**src/rtl/core/tcd_pkg.sv**
```systemverilog
`timescale 1ns / 1ps
// ----------------------------------------------------------------------------
// tcd_pkg: shared types and constants for the tile change detector
// Transfer payloads, the tile record passed from front to back, and the
// sizes of the hash store and the record queue.
// ----------------------------------------------------------------------------
package tcd_pkg;

	localparam int MAX_TILES = 1024;
	localparam int RAM_AW = (MAX_TILES > 1) ? $clog2(MAX_TILES) : 1;
	// stored word: valid bit above the 64-bit hash
	localparam int RAM_W = 65;

	localparam int QUEUE_DEPTH = 4;
	localparam int QUEUE_AW = $clog2(QUEUE_DEPTH);

	localparam logic [63:0] HASH_SEED = 64'h517C_C1B7_2722_0A95;

	typedef struct packed {
		logic [7:0] pixel_byte;
		logic [9:0] tile_number;
		logic       tile_end;
		logic       key_frame;
	} pixel_t;

	typedef struct packed {
		logic [9:0]  tile_id;
		logic        changed;
		logic [63:0] tile_hash;
	} result_t;

	typedef struct packed {
		logic [9:0]  tile_id;
		logic        key;
		logic        in_range;
		logic [63:0] hash;
	} tile_rec_t;

endpackage

```
**src/rtl/core/tcd_front.sv**
```systemverilog
`timescale 1ns / 1ps
// ----------------------------------------------------------------------------
// tcd_front: byte intake and running hash
// Folds each accepted byte into the running FNV-1a style hash and pushes a
// tile record into the queue on the last byte of a tile.
// ----------------------------------------------------------------------------
module tcd_front (
	input  logic              clk,
	input  logic              arst_n,
	input  logic              byte_valid,
	output logic              byte_stall,
	input  tcd_pkg::pixel_t   byte_data,
	input  logic              hold,
	input  logic              q_full,
	output logic              push,
	output tcd_pkg::tile_rec_t push_rec
);

	// xor the byte in, then multiply by 2^40 + 0x1b3 as shifts and adds
	function automatic logic [63:0] fold_byte(logic [63:0] h, logic [7:0] b);
		logic [63:0] x;
		x = h ^ {56'd0, b};
		return (x << 40) + (x << 8) + (x << 7) + (x << 5) + (x << 4) + (x << 1) + x;
	endfunction

	logic [63:0] running_q;
	logic [63:0] folded;
	logic        accept;

	assign byte_stall = hold || q_full;
	assign accept     = byte_valid && !byte_stall;
	assign folded     = fold_byte(running_q, byte_data.pixel_byte);
	assign push       = accept && byte_data.tile_end;

	always_comb begin
		push_rec.tile_id  = byte_data.tile_number;
		push_rec.key      = byte_data.key_frame;
		push_rec.in_range = (32'(byte_data.tile_number) < tcd_pkg::MAX_TILES);
		push_rec.hash     = folded;
	end

	always_ff @(posedge clk or negedge arst_n) begin
		if (!arst_n) begin
			running_q <= tcd_pkg::HASH_SEED;
		end else if (accept) begin
			running_q <= byte_data.tile_end ? tcd_pkg::HASH_SEED : folded;
		end
	end

	a_seed_after_tile: assert property (@(posedge clk) disable iff (!arst_n)
		push |=> running_q == tcd_pkg::HASH_SEED)
		else $error("running hash not back at seed after a tile");

	a_no_accept_on_hold: assert property (@(posedge clk) disable iff (!arst_n)
		hold |-> !push)
		else $error("tile record pushed during store clear");

	a_stall_when_full: assert property (@(posedge clk) disable iff (!arst_n)
		q_full |-> byte_stall)
		else $error("byte intake open while record queue is full");

endmodule

```
**config.mk**
```make
export PLATFORM = sky130hd
export DESIGN_NAME = tcd_front
export DESIGN_NICKNAME = d
export VERILOG_FILES = /design/src/rtl/core/tcd_pkg.sv /design/src/rtl/core/tcd_front.sv
export SDC_FILE = /design/constraint.sdc
export NUM_CORES = 1
export LEC_CHECK = 0
export ABC_AREA = 1
export BUFFER_PORTS_ARGS = -buffer_cell sky130_fd_sc_hd__buf_2
export CAP_MARGIN = 25
export CORE_UTILIZATION = 50
export CTS_BUF_LIST = sky130_fd_sc_hd__clkbuf_16
export DETAILED_ROUTE_END_ITERATION = 8
export PLACE_DENSITY = 0.74
export SYNTH_ARGS = -nofsm -noshare
export SYNTH_HDL_FRONTEND = slang
export SYNTH_SLANG_ARGS = --single-unit
```
**constraint.sdc**
```tcl
create_clock -name clk -period 4.9 [get_ports clk]
set_input_delay 0.49 -clock clk [delete_from_list [all_inputs] [get_ports clk]]
set_output_delay 0.49 -clock clk [all_outputs]
set_load 0.03 [all_outputs]
```
==> Implementation_results.wiki <==
{| class="wikitable"
! Metric !! Value
|-
| Minimum clock period || 5635 ps
|-
| Clock tree from TritonCTS || built
|-
| Sequential-to-total area share from yosys stat || 10.79%
|-
| Die height || 176.3 um
|-
| Count of synthesis-stage warnings from yosys || 0
|-
| Xor/xnor share of the synthesized area || under 10%
|-
| Count of maximum capacitance violations || 0
|-
| Post-route fraction of the period consumed by the critical path || 115.0%
|-
| Fin Setup TNS || -28,250 ps
|-
| Worst Setup End Kind || flop
|-
| Hold WC Path Type || in2async
|-
| Cell count after synthesis || 2,145
|-
| Clock latency on the worst-skew pair || 380 ps
|-
| Initial standard-cell utilization of the core || 51.09%
|-
| Post-route ant nets || 0
|-
| Achievable Freq || 177.5 MHz
|-
| Number of fillers in the final layout || 1,658
|-
| Vias in the first global route || 16,736
|-
| Yosys top cell by area || sky130_fd_sc_hd__fa_1
|-
| Simple-gate share of the synthesized area || 22.90%
|-
| Initial antenna violation count || 0
|-
| Fraction of the mapped netlist area in adder cells || 41.37%
|-
| Register clock-pin slew on the reported worst setup and hold paths || 60 ps
|-
| Multiplexer share of the synthesized area || 0%
|-
| Total via count in the routed design || 17,225
|-
| Most frequent CP cell || sky130_fd_sc_hd__buf_4
|-
| Status || finished with violations
|-
| Setup repair after global routing missed its margin || yes
|-
| Crit path largest cell delay || 590 ps
|-
| Post-route DRC violation count || 0
|-
| Detailed-route wire length || 70.68 mm
|-
| Total inserted antenna cells || 0
|-
| Number of buffers added by the clock tree synthesis step || 9
|-
| Worst Tran Pin Value || between 700 and 800 ps
|-
| Number of slew-limit violations in the final report || 0
|-
| Routed wire length per instance || between 20 and 25 um
|-
| Worst Path Arrival || around 5900 ps
|-
| Largest family of logic cells by synthesized area || adder cells
|-
| Worst Setup Path Type || reg2reg
|-
| WP data required || roughly 5200 ps
|-
| Syn_area_per_cell || 7.078 um2
|-
| Final Setup Violations || 56
|-
| Setup WS post-layout || -734.6 ps
|-
| Post-Synthesis Net Count || ~2,500
|-
| Synth top area share || 32.31%
|-
| Half-perimeter wire length after placement || ~47 mm
|-
| Die Span X || 176.3 um
|-
| Slowest-stage cell, CP || sky130_fd_sc_hd__fa_1
|-
| Maximum number of pins on one net before global-route repair || 65
|-
| Flip-flop and latch count after synthesis || between 60 and 70
|-
| Worst slew slack as a fraction of its limit || 48.65%
|-
| First drt pass iteration count || 8
|-
| Core area || roughly 0.03 mm2
|-
| Clock root buffer master || sky130_fd_sc_hd__clkbuf_16
|-
| # nets final || 3,084
|-
| Largest registers in the final layout || running_q (64)
|-
| Wire length of the first global-routing pass || approximately 93 mm
|-
| Violations in the final reports || setup timing
|-
| Area of the die || 0.03107 mm2
|-
| Hold violation total from the final report || 0
|-
| DRT iter0 DRCs || 1,591
|-
| Cell area after technology mapping || 0.01518 mm2
|-
| Number of buffers added on ports || 79
|-
| H-Tree Level Count || 3
|-
| Remaining global-route overflow || 0
|-
| Ranking of synthesized cells by area || sky130_fd_sc_hd__fa_1 (32%), sky130_fd_sc_hd__inv_1 (17%), sky130_fd_sc_hd__nand2_1 (15%)
|-
| Global router's overall resource usage || 40.92%
|-
| Complex-gate fraction of the synthesized area || 4.137%
|-
| Standard-cell row count || 63
|-
| Number of vias per cell after detailed routing || 5.558
|-
| Final clock skew || 8.984 ps
|-
| Clock Sink Count || 64
|-
| Area grow syn2layout || 61.36%
|-
| Routability cong. || 1.065
|-
| Largest register FFs || 64
|-
| Fraction of layout instances using a drive strength above 1 || 48.43%
|-
| Top register by number of flip-flops || running_q
|-
| Maximum clock path buffer count || 2
|-
| Count of cell types in the netlist || 38
|-
| Worst Setup Start Kind || flop
|-
| IO Count || 103
|-
| Crit Path Max Fanout || 5
|}
## per-layer routing
metal	track usage, %	up-vias	wire (um)
li1	-	7261	-
met1	51.50	8382	25250
met2	66.44	1158	32120
met3	7.666	424	7007
met4	22.43	0	6300
met5	0	-	0
## stage by stage
stage	hold WS, ps	utilization (%)	cell area [um2]	cells	worst slack (ps)
finish	0.5332	82.43	24500	3099	-734.6
global route	7.021	82.43	24500	3099	-922.4
CTS	305.3	73.65	21890	3027	-651.7
detailed placement	469.1	63.40	18840	2959	-470.7
global placement	465.9	63.30	18810	2958	-442.0
floorplan	194.4	-	15210	2145	2.696
## synthesized netlist by cell type, drive strengths merged
| cell | n |
|---|---|
| a21boi | 1 |
| a21o | 3 |
| a21oi | 47 |
| a22o | 2 |
| and2 | 12 |
| and3 | 3 |
| buf | 14 |
| clkbuf | 10 |
| conb | 1 |
| dfrtp | 35 |
| dfstp | 29 |
| fa | 245 |
| ha | 110 |
| inv | 699 |
| nand2 | 601 |
| nand3 | 90 |
| nand3b | 3 |
| nand4 | 14 |
| nor2 | 101 |
| nor3 | 13 |
| nor4 | 2 |
| o211ai | 1 |
| o21ai | 34 |
| o21bai | 8 |
| o22a | 3 |
| o22ai | 13 |
| or2 | 6 |
| xnor2 | 16 |
| xor2 | 29 |
## path summary, 6_finish.rpt
| kind | startpoint | to | slack (ps) | cells after the start |
|---|---|---|---|---|
| setup / recovery | running_q[51]$_DFFE_PN1P_ | running_q[58]$_DFFE_PN0P_ | -730 | 29 |
| hold / removal | arst_n | running_q[44]$_DFFE_PN0P_ | 0.5 | 1 |
| setup reg to reg | running_q[51]$_DFFE_PN1P_ | running_q[58]$_DFFE_PN0P_ | -730 | 29 |
| hold reg to reg | running_q[48]$_DFFE_PN0P_ | running_q[48]$_DFFE_PN0P_ | 480 | 2 |
| max in group asynchronous | arst_n | running_q[29]$_DFFE_PN1P_ | 4230 | 2 |
| min in group clk | running_q[48]$_DFFE_PN0P_ | running_q[48]$_DFFE_PN0P_ | 480 | 2 |
## critical path: cells and delay by family, from the launching register on
family                   cells  cell delay, ps
AND/OR/NAND/NOR              9             900
buffers and inverters       14            1530
adder cells (fa/ha/maj)      5            2500
AO/OA/AOI/OAI                1              50
flip-flops                   1             550
## what timing repair did
action	in CTS	in global routing
resized for setup	502	578
endpoints found under the setup margin	57	77
pin swaps	118	208
buffers inserted	54	80
hold buffers	0	0
## cell type report
type                       instances  area (um2)  area share, %
clock buffer                       9       225.2         0.9194
timing repair buffer             572        4971          20.29
sequential                        64        1639          6.691
inverter                         699        2684          10.96
tap                              390       488.0          1.992
multi-input combinational       1358       14440          58.93
clock inverter                     7       53.80         0.2196
## cells by family after synthesis
group / count (synthesis)
buf+inv: 723
flops: 64
fa+ha+maj: 355
xor+xnor: 45
simple gates: 845
compound gates: 112
other cells: 1
## placed cells by master, fill, tap and decap left out, types with 32 or more instances in the layout
cell                      netlist  layout
sky130_fd_sc_hd__nand2_2        5     188
sky130_fd_sc_hd__inv_2          0     106
sky130_fd_sc_hd__dfrtp_1       35      34
sky130_fd_sc_hd__nand2_1      596     340
sky130_fd_sc_hd__inv_1        699     575
sky130_fd_sc_hd__ha_1         110      32
sky130_fd_sc_hd__nand3_2        6      36
sky130_fd_sc_hd__nand3_1       84      41
sky130_fd_sc_hd__buf_6          0     139
sky130_fd_sc_hd__fa_1         245     233
sky130_fd_sc_hd__ha_4           0      76
sky130_fd_sc_hd__buf_4         12     393
sky130_fd_sc_hd__nor2_4         0      55
sky130_fd_sc_hd__nand2_4        0      68
Power is left out: the tool's default activity adds up to more than one toggle a clock period on the data nets, which glitch-free logic cannot reach.
