--- src/rtl/core/tcd_pkg.sv ---
`timescale 1ns / 1ps
// ----------------------------------------------------------------------------
// tcd_pkg: shared types and constants for the tile change detector
// Transfer payloads, the tile record passed from front to back, and the
// sizes of the hash store and the record queue.
// ----------------------------------------------------------------------------
package tcd_pkg;

	localparam int MAX_TILES = 1024;
	localparam int RAM_AW = (MAX_TILES > 1) ? $clog2(MAX_TILES) : 1;
	// stored word: valid bit above the 64-bit hash
	localparam int RAM_W = 65;

	localparam int QUEUE_DEPTH = 4;
	localparam int QUEUE_AW = $clog2(QUEUE_DEPTH);

	localparam logic [63:0] HASH_SEED = 64'h517C_C1B7_2722_0A95;

	typedef struct packed {
		logic [7:0] pixel_byte;
		logic [9:0] tile_number;
		logic       tile_end;
		logic       key_frame;
	} pixel_t;

	typedef struct packed {
		logic [9:0]  tile_id;
		logic        changed;
		logic [63:0] tile_hash;
	} result_t;

	typedef struct packed {
		logic [9:0]  tile_id;
		logic        key;
		logic        in_range;
		logic [63:0] hash;
	} tile_rec_t;

endpackage

--- src/rtl/core/tcd_queue.sv ---
`timescale 1ns / 1ps
// ----------------------------------------------------------------------------
// tcd_queue: tile record queue
// Small flop-based fifo that decouples byte intake from the hash store
// lookup and result output.
// ----------------------------------------------------------------------------
module tcd_queue (
	input  logic               clk,
	input  logic               arst_n,
	input  logic               push,
	input  tcd_pkg::tile_rec_t push_rec,
	output logic               full,
	input  logic               pop,
	output tcd_pkg::tile_rec_t pop_rec,
	output logic               avail
);

	tcd_pkg::tile_rec_t            entry_q [tcd_pkg::QUEUE_DEPTH];
	logic [tcd_pkg::QUEUE_AW-1:0]  wr_ptr_q;
	logic [tcd_pkg::QUEUE_AW-1:0]  rd_ptr_q;
	logic [tcd_pkg::QUEUE_AW:0]    count_q;

	localparam logic [tcd_pkg::QUEUE_AW-1:0] LAST_PTR =
		tcd_pkg::QUEUE_AW'(tcd_pkg::QUEUE_DEPTH - 1);

	assign full    = (count_q == (tcd_pkg::QUEUE_AW + 1)'(tcd_pkg::QUEUE_DEPTH));
	assign avail   = (count_q != '0);
	assign pop_rec = entry_q[rd_ptr_q];

	always_ff @(posedge clk) begin
		if (push) begin
			entry_q[wr_ptr_q] <= push_rec;
		end
	end

	always_ff @(posedge clk or negedge arst_n) begin
		if (!arst_n) begin
			wr_ptr_q <= '0;
			rd_ptr_q <= '0;
			count_q  <= '0;
		end else begin
			if (push) begin
				wr_ptr_q <= (wr_ptr_q == LAST_PTR) ? '0 : wr_ptr_q + 1'b1;
			end
			if (pop) begin
				rd_ptr_q <= (rd_ptr_q == LAST_PTR) ? '0 : rd_ptr_q + 1'b1;
			end
			case ({push, pop})
				2'b10:   count_q <= count_q + 1'b1;
				2'b01:   count_q <= count_q - 1'b1;
				default: count_q <= count_q;
			endcase
		end
	end

	a_no_push_full: assert property (@(posedge clk) disable iff (!arst_n)
		full |-> !push)
		else $error("push into full record queue");

	a_no_pop_empty: assert property (@(posedge clk) disable iff (!arst_n)
		!avail |-> !pop)
		else $error("pop from empty record queue");

	a_count_bound: assert property (@(posedge clk) disable iff (!arst_n)
		count_q <= (tcd_pkg::QUEUE_AW + 1)'(tcd_pkg::QUEUE_DEPTH))
		else $error("record queue count out of range");

endmodule

--- config.mk ---
export PLATFORM = sky130hd
export DESIGN_NAME = tcd_queue
export DESIGN_NICKNAME = d
export VERILOG_FILES = /design/src/rtl/core/tcd_pkg.sv /design/src/rtl/core/tcd_queue.sv
export SDC_FILE = /design/constraint.sdc
export NUM_CORES = 1
export LEC_CHECK = 0
export BUFFER_PORTS_ARGS = -buffer_cell sky130_fd_sc_hd__buf_2
export CAP_MARGIN = 40
export CORE_UTILIZATION = 36
export DETAILED_ROUTE_END_ITERATION = 8
export PLACE_DENSITY = 0.68
export SYNTH_ARGS = -nofsm -noshare
export SYNTH_HDL_FRONTEND = slang
export SYNTH_SLANG_ARGS = --single-unit
--- constraint.sdc ---
create_clock -name clk -period 3.15 [get_ports clk]
set_clock_uncertainty 0.15 [all_clocks]
set_input_delay 0.4725 -clock clk [delete_from_list [all_inputs] [get_ports clk]]
set_output_delay 0.4725 -clock clk [all_outputs]
set_load 0.02 [all_outputs]
==> flow_summary.toml, run 1 <==
[cts]
clock_sinks = 311
cts_tree = "yes"
clk_pin_slew_ns = 0.06
insertion_delay_ns = 0.49
clock_path_buffers = 3
ctsResizeCount = 0
cts_made_buffers = 34
h-tree-depth = 2
cts-root-buf = "clkbuf_16"

[placement]
gp_congestion = 0.689
port_buffers = 157
place_hpwl_mm = 12.9

[timing]
setup_viol = 0
setup-tns-final_ns = 0
fin_crit_ns = 2.94
finalHoldViolCount = 0
max_freq_mhz = 340
holdWs_ns = 0.0401
rsz0062_at_grt = "no"
max-slew-margin-rel = 0.607
worst_pin_slew_ns = 0.589
timing.final.crit_share = 0.935
finalMaxSlewViolations = 0

[grt]
grt_first_pass_wirelength_mm = 33.1
antenna_found_initial = 0
grt_overflow = 0
grt.total_usage = 0.134
grt_pass1_vias = 5773
grt_max_degree = 46

[synthesis]
yosys_warnings = 0
yosysUniqueCellTypes = 21
avgSynthCellArea_sq_um = 26.1
syn_inst = 437
synth_seq_area_share = 0.816
synthesis.nets = 524
netlist_area_sq_mm = 0.0114
synth_top_area_share = 0.801
synth_area_leader_cell = "edfxtp_1"
ys_seq_elements = 311
synthTopCellsByArea = "edfxtp_1 80%, mux4_2 15%, dfrtp_1 1.5%"

[worst_setup_path]
start_kind = "register"
ff2ff_setup_slack_ns = 1.13
crit_start = "rd_ptr_q[0]"
r2r-start = "wr_ptr_q[0]"
cp_max_fo = 28
reg2reg_to = "entry_q[0][49]"
reg2regPathDepth = 4
critical_path_class = "reg2out"
crit_arrival_ns = 2.32
crit_path_end_kind = "primary output"
cp.required_ns = 2.53

[routing]
ant_nets = 0
route.detailed.drc = 10
via_per_inst = 4.89
num_vias = 5106
routed_wl_mm = 21.2
drt_pass1_iterations = 6
wl_per_cell_um = 20.3
drt_iter0_drc = 292

[floorplanning]
initial_core_util = 0.369
io-pin-count = 158
die_w_um = 180
die-area_sq_mm = 0.0324
core_region_area_sq_mm = 0.0309
die_y_um = 180
rows = 64

[power_and_ir_drop]
vdd_drop_max_v = 0.000574
powerDensity_mw_per_mm2 = 952
p_leak_nw = 4.70

[final_layout]
nets = 712
diodes = 0
area_growth_pct = 20.9
drive_gt1_frac = 0.464

[run_status]
violations = "design-rule violations"
status = "finished with violations"

[hold_path]
hp-start = "push_rec[29]"
hold_path_end = "entry_q[0][29]"
hold_path.class = "in2reg"
holdPathStages = 1

[flow_run]
cap_violations = 0
==> registers in the layout (all words and copies together) (netlist names) <==
signal and flops:
wr_ptr_q 2, entry_q 304, rd_ptr_q 2, count_q 3
==> metal layers <==
layer	up-vias	global-route usage	part of all wire
met5	-	0	0
met4	0	0.0410	0.020
met3	31	0.0344	0.057
met2	159	0.230	0.51
met1	2672	0.167	0.42
li1	2244	-	-
==> how the worst max path moves through the flow <==
stage | slack (ns) | end | cells past startpoint
after global routing | 0.05 | pop_rec[35] | 3
final | 0.21 | pop_rec[50] | 3
after CTS | 0.12 | pop_rec[35] | 3
after detailed placement | 0.66 | pop_rec[50] | 3
after global placement | 0.66 | pop_rec[26] | 3
after floorplan | 0.16 | entry_q[0][0] | 3
==> stage by stage <==
stage / utilization / instance area (sq um) / setup WS [ns] / power (mW) / std cells
after floorplan: - / 11400 / 0.164 / 8.40 / 437
after global placement: 0.412 / 12700 / 0.664 / 9.55 / 984
after detailed placement: 0.412 / 12700 / 0.656 / 9.65 / 984
after CTS: 0.446 / 13800 / 0.121 / 13.3 / 1045
after global routing: 0.446 / 13800 / 0.0455 / 13.7 / 1045
final: 0.446 / 13800 / 0.205 / 13.1 / 1045
==> kinds of logic (layout without fill, tap and decap cells) <==
logic type	Yosys count	after routing	share of synthesized area
flops	311	311	0.816
mux	78	78	0.152
buf+inv	24	236	0.0145
simple gates	11	11	0.00516
fa+ha+maj	7	7	0.00834
compound gates	3	3	0.00132
xor+xnor	3	3	0.00231
==> synth_stat cells, drive strengths merged <==
library cell,instances
edfxtp,304
mux4,76
nor2,2
o21ai,3
nand2,2
mux2,2
clkbuf,3
ha,6
fa,1
or3,2
inv,6
dfrtp,7
buf,15
xor2,2
and3,1
xnor2,1
and2,4
==> cells in the final DEF (no fill, tap or decap) <==
| cell | count |
|---|---|
| mux4_2 | 76 |
| buf_12 | 7 |
| nand2_1 | 2 |
| and2_4 | 4 |
| dfrtp_4 | 2 |
| edfxtp_1 | 304 |
| mux2_2 | 2 |
| clkinv_1 | 6 |
| clkbuf_1 | 6 |
| fa_1 | 1 |
| dfrtp_1 | 5 |
| clkinv_2 | 6 |
| xor2_1 | 2 |
| inv_6 | 1 |
| buf_2 | 157 |
| and3_1 | 1 |
| dlygate4sd3_1 | 1 |
| inv_1 | 6 |
| or3_1 | 2 |
| nor2_1 | 2 |
| clkbuf_8 | 2 |
| xnor2_1 | 1 |
| clkinv_4 | 1 |
| clkbuf_16 | 35 |
| ha_1 | 6 |
| clkinvlp_4 | 2 |
| buf_4 | 5 |
| bufinv_16 | 1 |
| o21ai_0 | 3 |
==> critical path, cell delays in order (launching register included) <==
cell     delay (ns)
dfrtp_4        0.81
buf_12         0.28
mux4_2         0.54
buf_2          0.18
==> where the power goes <==
part | total, mW | switching, mW | internal [mW]
Clock | 3.65 | 1.49 | 2.16
Sequential | 5.67 | 0.360 | 5.31
Combinational | 3.80 | 2.14 | 1.66
==> layout make-up <==
cell class | count | area [sq um]
Clock inverter | 17 | 115
Inverter | 6 | 22.5
Sequential cell | 311 | 9310
Fill cell | 2601 | 17100
Clock buffer | 43 | 926
Tap cell | 396 | 495
Timing Repair Buffer | 170 | 973
Multi-Input combinational cell | 102 | 1940
==> timing repair <==
action                                 CTS  global route
setup buffers                            0             0
hold buffers                             1             0
endpoints found under the hold margin    7             0
Note: power is estimated with default switching activity, not from simulation.
==> run 2, diff against run 1 <==
- ABC_AREA: default -> 1
==> flow_summary.toml, run 2 <==
[synthesis]
synth-edff-count = 304
synth_seq_area_share = 0.750
yosysMostFrequentCell = "edfxtp_1"
ys.flop_type = "edfxtp_1"
synth_area_leader_cell = "edfxtp_1"
netlist_area_sq_mm = 0.0124
yosys_warnings = 0
async_flop_share = 0.0225
synth_top_area_share = 0.736
syn_inst = 941
ys_seq_elements = 311
avgSynthCellArea_sq_um = 13.2
synth_common_cells = "304 x edfxtp_1, 242 x nand2_1, 165 x inv_1"
yosysUniqueCellTypes = 20
synthTopCellsByArea = "edfxtp_1 74%, o211ai_1 9.2%, nand2_1 7.3%"
synthesis.nets = 1028

[final_layout]
top_register = "entry_q"
largest_reg_flops = 304
nets = 1199
reg_top3 = "entry_q x304, count_q x3"
layout_common_cells = "304 x edfxtp_1, 242 x nand2_1, 161 x inv_1"
area_growth_pct = 19.7
layout_commonest_cell = "edfxtp_1"
drive_gt1_frac = 0.203
finalInstanceArea_sq_mm = 0.0149

[placement]
place_ws_ns = 0.852
port_buffers = 157
postPlaceCellArea_sq_mm = 0.0137
place_hpwl_mm = 14.2
gp_congestion = 0.733

[worst_setup_path]
crit_slowest_cell = "dfrtp_1"
reg2regPathDepth = 6
crit_path_end_kind = "primary output"
crit_path_frequent_cell = "nand2_1"
cp_top_family = "buffers and inverters"
cp_max_fo = 95
start_kind = "register"
r2r-start = "wr_ptr_q[0]"
critical_path_class = "reg2out"
reg2reg_to = "entry_q[2][27]"
crit_chain = "inv_8, buf_12, nand2_1, o211ai_1, nand2_1, buf_2"
cp.required_ns = 2.53
crit_arrival_ns = 2.20
max_stage_delay_ns = 0.45
path_buf_inv = 3
ff2ff_setup_slack_ns = 0.94

[cts]
cts-root-buf = "clkbuf_16"
cts_tree = "yes"
clock_sinks = 311
clock_path_buffers = 3
insertion_delay_ns = 0.49
post_cts_buffers = 0
clk_pin_slew_ns = 0.06
cts_made_buffers = 34
h-tree-depth = 2

[timing]
fin_crit_ns = 2.82
finalMaxSlewViolations = 0
holdWs_ns = 0.0379
setup_viol = 0
fin_ws_ns = 0.328
max-slew-margin-rel = 0.615
setup-tns-final_ns = 0
worst_pin_slew_ns = 0.578
timing.final.crit_share = 0.896
rsz0062_at_grt = "no"
finalHoldViolCount = 0
max_freq_mhz = 354

[hold_path]
hold_path_end = "entry_q[1][68]"
hold_path.class = "in2reg"
hp-start = "push_rec[68]"
holdPathStages = 1

[grt]
antenna_found_initial = 3
grt_max_degree = 96
grt_overflow = 0
grt.total_usage = 0.135
grt_first_pass_wirelength_mm = 37.4
grt_pass1_vias = 7153

[power_and_ir_drop]
netSwitchingPower_mw = 4.78
p_leak_nw = 5.99
swShare = 0.350
power.share.combinational = 0.327
power.share.sequential = 0.400
p_total_mw = 13.7
vdd_drop_max_v = 0.000581
p_clk_frac = 0.272
powerDensity_mw_per_mm2 = 919
p_int_mw = 8.88

[floorplanning]
initial_core_util = 0.368
die-area_sq_mm = 0.0352
die_w_um = 188
rows = 67
die_y_um = 188
core_region_area_sq_mm = 0.0337
io-pin-count = 158

[routing]
via_per_inst = 4.60
wl_per_cell_um = 15.0
drt_iter0_drc = 282
ant_nets = 0
route.detailed.drc = 0
routed_wl_mm = 23.7
drt_pass1_iterations = 5
num_vias = 7308

[run_status]
status = "completed"

[flow_run]
cap_violations = 0
## run 2: timing repair
item | 4_1_cts | 5_1_grt
hold buffers | 7 | 0
hold endpoints to repair | 28 | 0
resized for setup | 0 | 0
## run 2: metrics by stage
step	instances	utilization
6_report	1587	0.441
5_1_grt	1587	0.441
4_1_cts	1586	0.441
3_5_place_dp	1517	0.407
3_3_place_gp	1517	0.407
2_1_floorplan	941	-
## run 2: logic make-up (layout without fill, tap and decap cells)
logic type / count (synthesis) / after routing / share of synthesized area
flip-flops: 311 / 311 / 0.750
AND/OR/NAND/NOR: 247 / 247 / 0.0752
buffers and inverters: 218 / 415 / 0.0727
AO/OA/AOI/OAI: 157 / 157 / 0.0940
adder cells (fa/ha/maj): 7 / 7 / 0.00766
XOR/XNOR: 1 / 1 / 0.000706
other: 0 / 1 / 0
## run 2: cell type report
cell class | instances | area [sq um]
Sequential cell | 311 | 9310
Inverter | 167 | 641
Fill cell | 3033 | 18800
Clock buffer | 46 | 960
Antenna cell | 1 | 2.50
Clock inverter | 16 | 111
Tap cell | 448 | 561
Timing Repair Buffer | 186 | 1070
Multi-Input combinational cell | 412 | 2200
## run 2: worst max path at each step
stage	start	end	cells past startpoint
3_5_place_dp	rd_ptr_q[0]	pop_rec[26]	6
6_report	rd_ptr_q[0]	pop_rec[43]	6
2_1_floorplan	push	entry_q[1][0]	3
3_3_place_gp	rd_ptr_q[0]	pop_rec[21]	6
4_1_cts	rd_ptr_q[0]	pop_rec[26]	6
5_1_grt	rd_ptr_q[0]	pop_rec[26]	6
## run 2: worst reg2reg max path, stage by stage, from the launching register on
cell      delay (ns)
dfrtp_1         0.41
inv_1           0.12
ha_1            0.15
nand2_1         0.06
clkinv_2        0.29
buf_4           0.39
buf_4           0.32
## run 2: per-layer routing
layer  vias up  GRT usage  share of wire  wire length (um)
li1       3628          -              -                 -
met1      3474      0.160           0.42              9950
met2       153      0.237           0.50             11800
met3        49     0.0356          0.058              1380
met4         4     0.0457          0.024               571
met5         -          0         0.0013                30
## run 2: power by group through the flow
stage | logic (mW) | registers [mW] | clock network (mW)
2_1_floorplan | 3.08 | 5.55 | 0
3_3_place_gp | 4.44 | 5.54 | 0
3_5_place_dp | 4.53 | 5.56 | 0
4_1_cts | 4.56 | 5.48 | 3.84
5_1_grt | 4.93 | 5.52 | 3.98
6_report | 4.47 | 5.47 | 3.72
==> run 3, diff against run 2 <==
- MAX_ROUTING_LAYER: default -> met4
==> flow_summary.toml, run 3 (same netlist as run 2, synthesis figures left out) <==
[worst_setup_path]
max_stage_delay_ns = 0.45
crit_arrival_ns = 2.20
r2r-start = "wr_ptr_q[0]"
cp.required_ns = 2.53
crit_start = "rd_ptr_q[0]"
path_buf_inv = 3
crit_slowest_cell = "dfrtp_1"
crit_chain = "inv_8, buf_12, nand2_1, o211ai_1, nand2_1, buf_2"
critical_path_class = "reg2out"
reg2regPathDepth = 6
crit_cells = 6
start_kind = "register"
cp_top_family = "buffers and inverters"
cp_max_fo = 95
crit_path_end_kind = "primary output"
crit_path_frequent_cell = "nand2_1"

[final_layout]
largest_reg_flops = 304
layout_common_cells = "304 x edfxtp_1, 242 x nand2_1, 161 x inv_1"
multiInputGateArea_sq_mm = 0.00220
layout_commonest_cell = "edfxtp_1"
drive_gt1_frac = 0.203
nets = 1199
top_register = "entry_q"
fin_util = 0.441
seq_area_sq_mm = 0.00931
area_growth_pct = 19.8
num-fill-cells = 3033
reg_top3 = "entry_q x304, count_q x3"

[timing]
setup_viol = 0
worst_pin_slew_ns = 0.574
finalHoldViolCount = 0
max-slew-margin-rel = 0.617
rsz0062_at_grt = "no"
max_freq_mhz = 354
timing.final.crit_share = 0.897
finalMaxSlewViolations = 0
fin_crit_ns = 2.82
setup-tns-final_ns = 0

[cts]
clock_path_buffers = 3
post_cts_buffers = 0
cts_tree = "yes"
ctsResizeCount = 0
cts_made_buffers = 34
insertion_delay_ns = 0.49
cts-root-buf = "clkbuf_16"
h-tree-depth = 2
clk_pin_slew_ns = 0.06
clock_sinks = 311

[hold_path]
holdPathStages = 1
hold_path.class = "in2reg"
hp-start = "push_rec[62]"

[power_and_ir_drop]
swShare = 0.350
power.share.combinational = 0.327
power.share.sequential = 0.400
p_leak_nw = 5.99
powerDensity_mw_per_mm2 = 919
vdd_drop_max_v = 0.000581
netSwitchingPower_mw = 4.79
p_clk_frac = 0.272
p_int_mw = 8.88

[grt]
grt_pass1_vias = 7169
grt_overflow = 0
antenna_found_initial = 3
grt.total_usage = 0.139
grt_first_pass_wirelength_mm = 37.4
grt_max_degree = 96

[routing]
num_vias = 7297
ant_nets = 0
route.detailed.drc = 0
via_per_inst = 4.59
wl_per_cell_um = 14.9
drt_iter0_drc = 326
drt_pass1_iterations = 5
routed_wl_mm = 23.8

[placement]
place_hpwl_mm = 14.2
port_buffers = 157
gp_congestion = 0.742

[floorplanning]
io-pin-count = 158
rows = 67
initial_core_util = 0.368
core_region_area_sq_mm = 0.0337
die-area_sq_mm = 0.0352
die_y_um = 188
die_w_um = 188

[run_status]
status = "completed"

[flow_run]
cap_violations = 0
==> run 3: repair_timing <==
action / in CTS / in global routing
endpoints found under the setup margin: 0 / 0
endpoints found under the hold margin: 28 / 0
hold buffers: 7 / 0
==> run 3: path summary, 6_finish.rpt <==
check                                 end  slack (ns)
max                           pop_rec[43]        0.33
min                        entry_q[2][62]        0.04
max reg2reg                entry_q[2][24]        0.95
min reg2reg                    count_q[2]        0.32
max in group asynchronous     rd_ptr_q[1]        2.47
min in group asynchronous      count_q[1]        0.20
==> run 3: power by group through the flow <==
stage                     registers (mW)  logic (mW)  clock network, mW
after floorplan                     5.55        3.08                  0
after global placement              5.54        4.44                  0
after detailed placement            5.56        4.53                  0
after CTS                           5.48        4.56               3.84
after global routing                5.52        4.93               3.98
final                               5.47        4.47               3.72
==> run 3: final cells by class <==
cell class | count | share of cell area
diodes | 3 | 0.000505
clock buffers | 46 | 0.0646
clock inverters | 16 | 0.00749
inverters | 167 | 0.0431
multi-input cells | 412 | 0.148
flip-flops and latches | 311 | 0.626
well taps | 448 | 0.0377
repair buffers | 186 | 0.0721
==> run 3: stage by stage <==
stage / power (mW) / setup slack, ns / instance area [sq um] / hold WS, ns / cells
floorplan: 8.63 / 0.330 / 12400 / 0.0269 / 941
global placement: 9.98 / 0.903 / 13700 / 0.170 / 1517
detailed placement: 10.1 / 0.852 / 13700 / 0.171 / 1517
CTS: 13.9 / 0.295 / 14900 / 0.000384 / 1586
global route: 14.4 / 0.135 / 14900 / 0.00872 / 1589
finish: 13.7 / 0.325 / 14900 / 0.0374 / 1589
==> run 3: layer usage <==
metal / GRT usage / vias up / part of all wire
li1: - / 3630 / -
met1: 0.162 / 3454 / 0.43
met2: 0.237 / 170 / 0.50
met3: 0.0329 / 43 / 0.056
met4: 0.0457 / 0 / 0.023
met5: - / - / 0
==> run 3: worst register-to-register path, stage by stage (launching register included) <==
cell and delay, ns:
dfrtp_1 0.41, inv_1 0.12, ha_1 0.15, nand2_1 0.06, clkinv_2 0.29, buf_4 0.39
buf_4 0.32
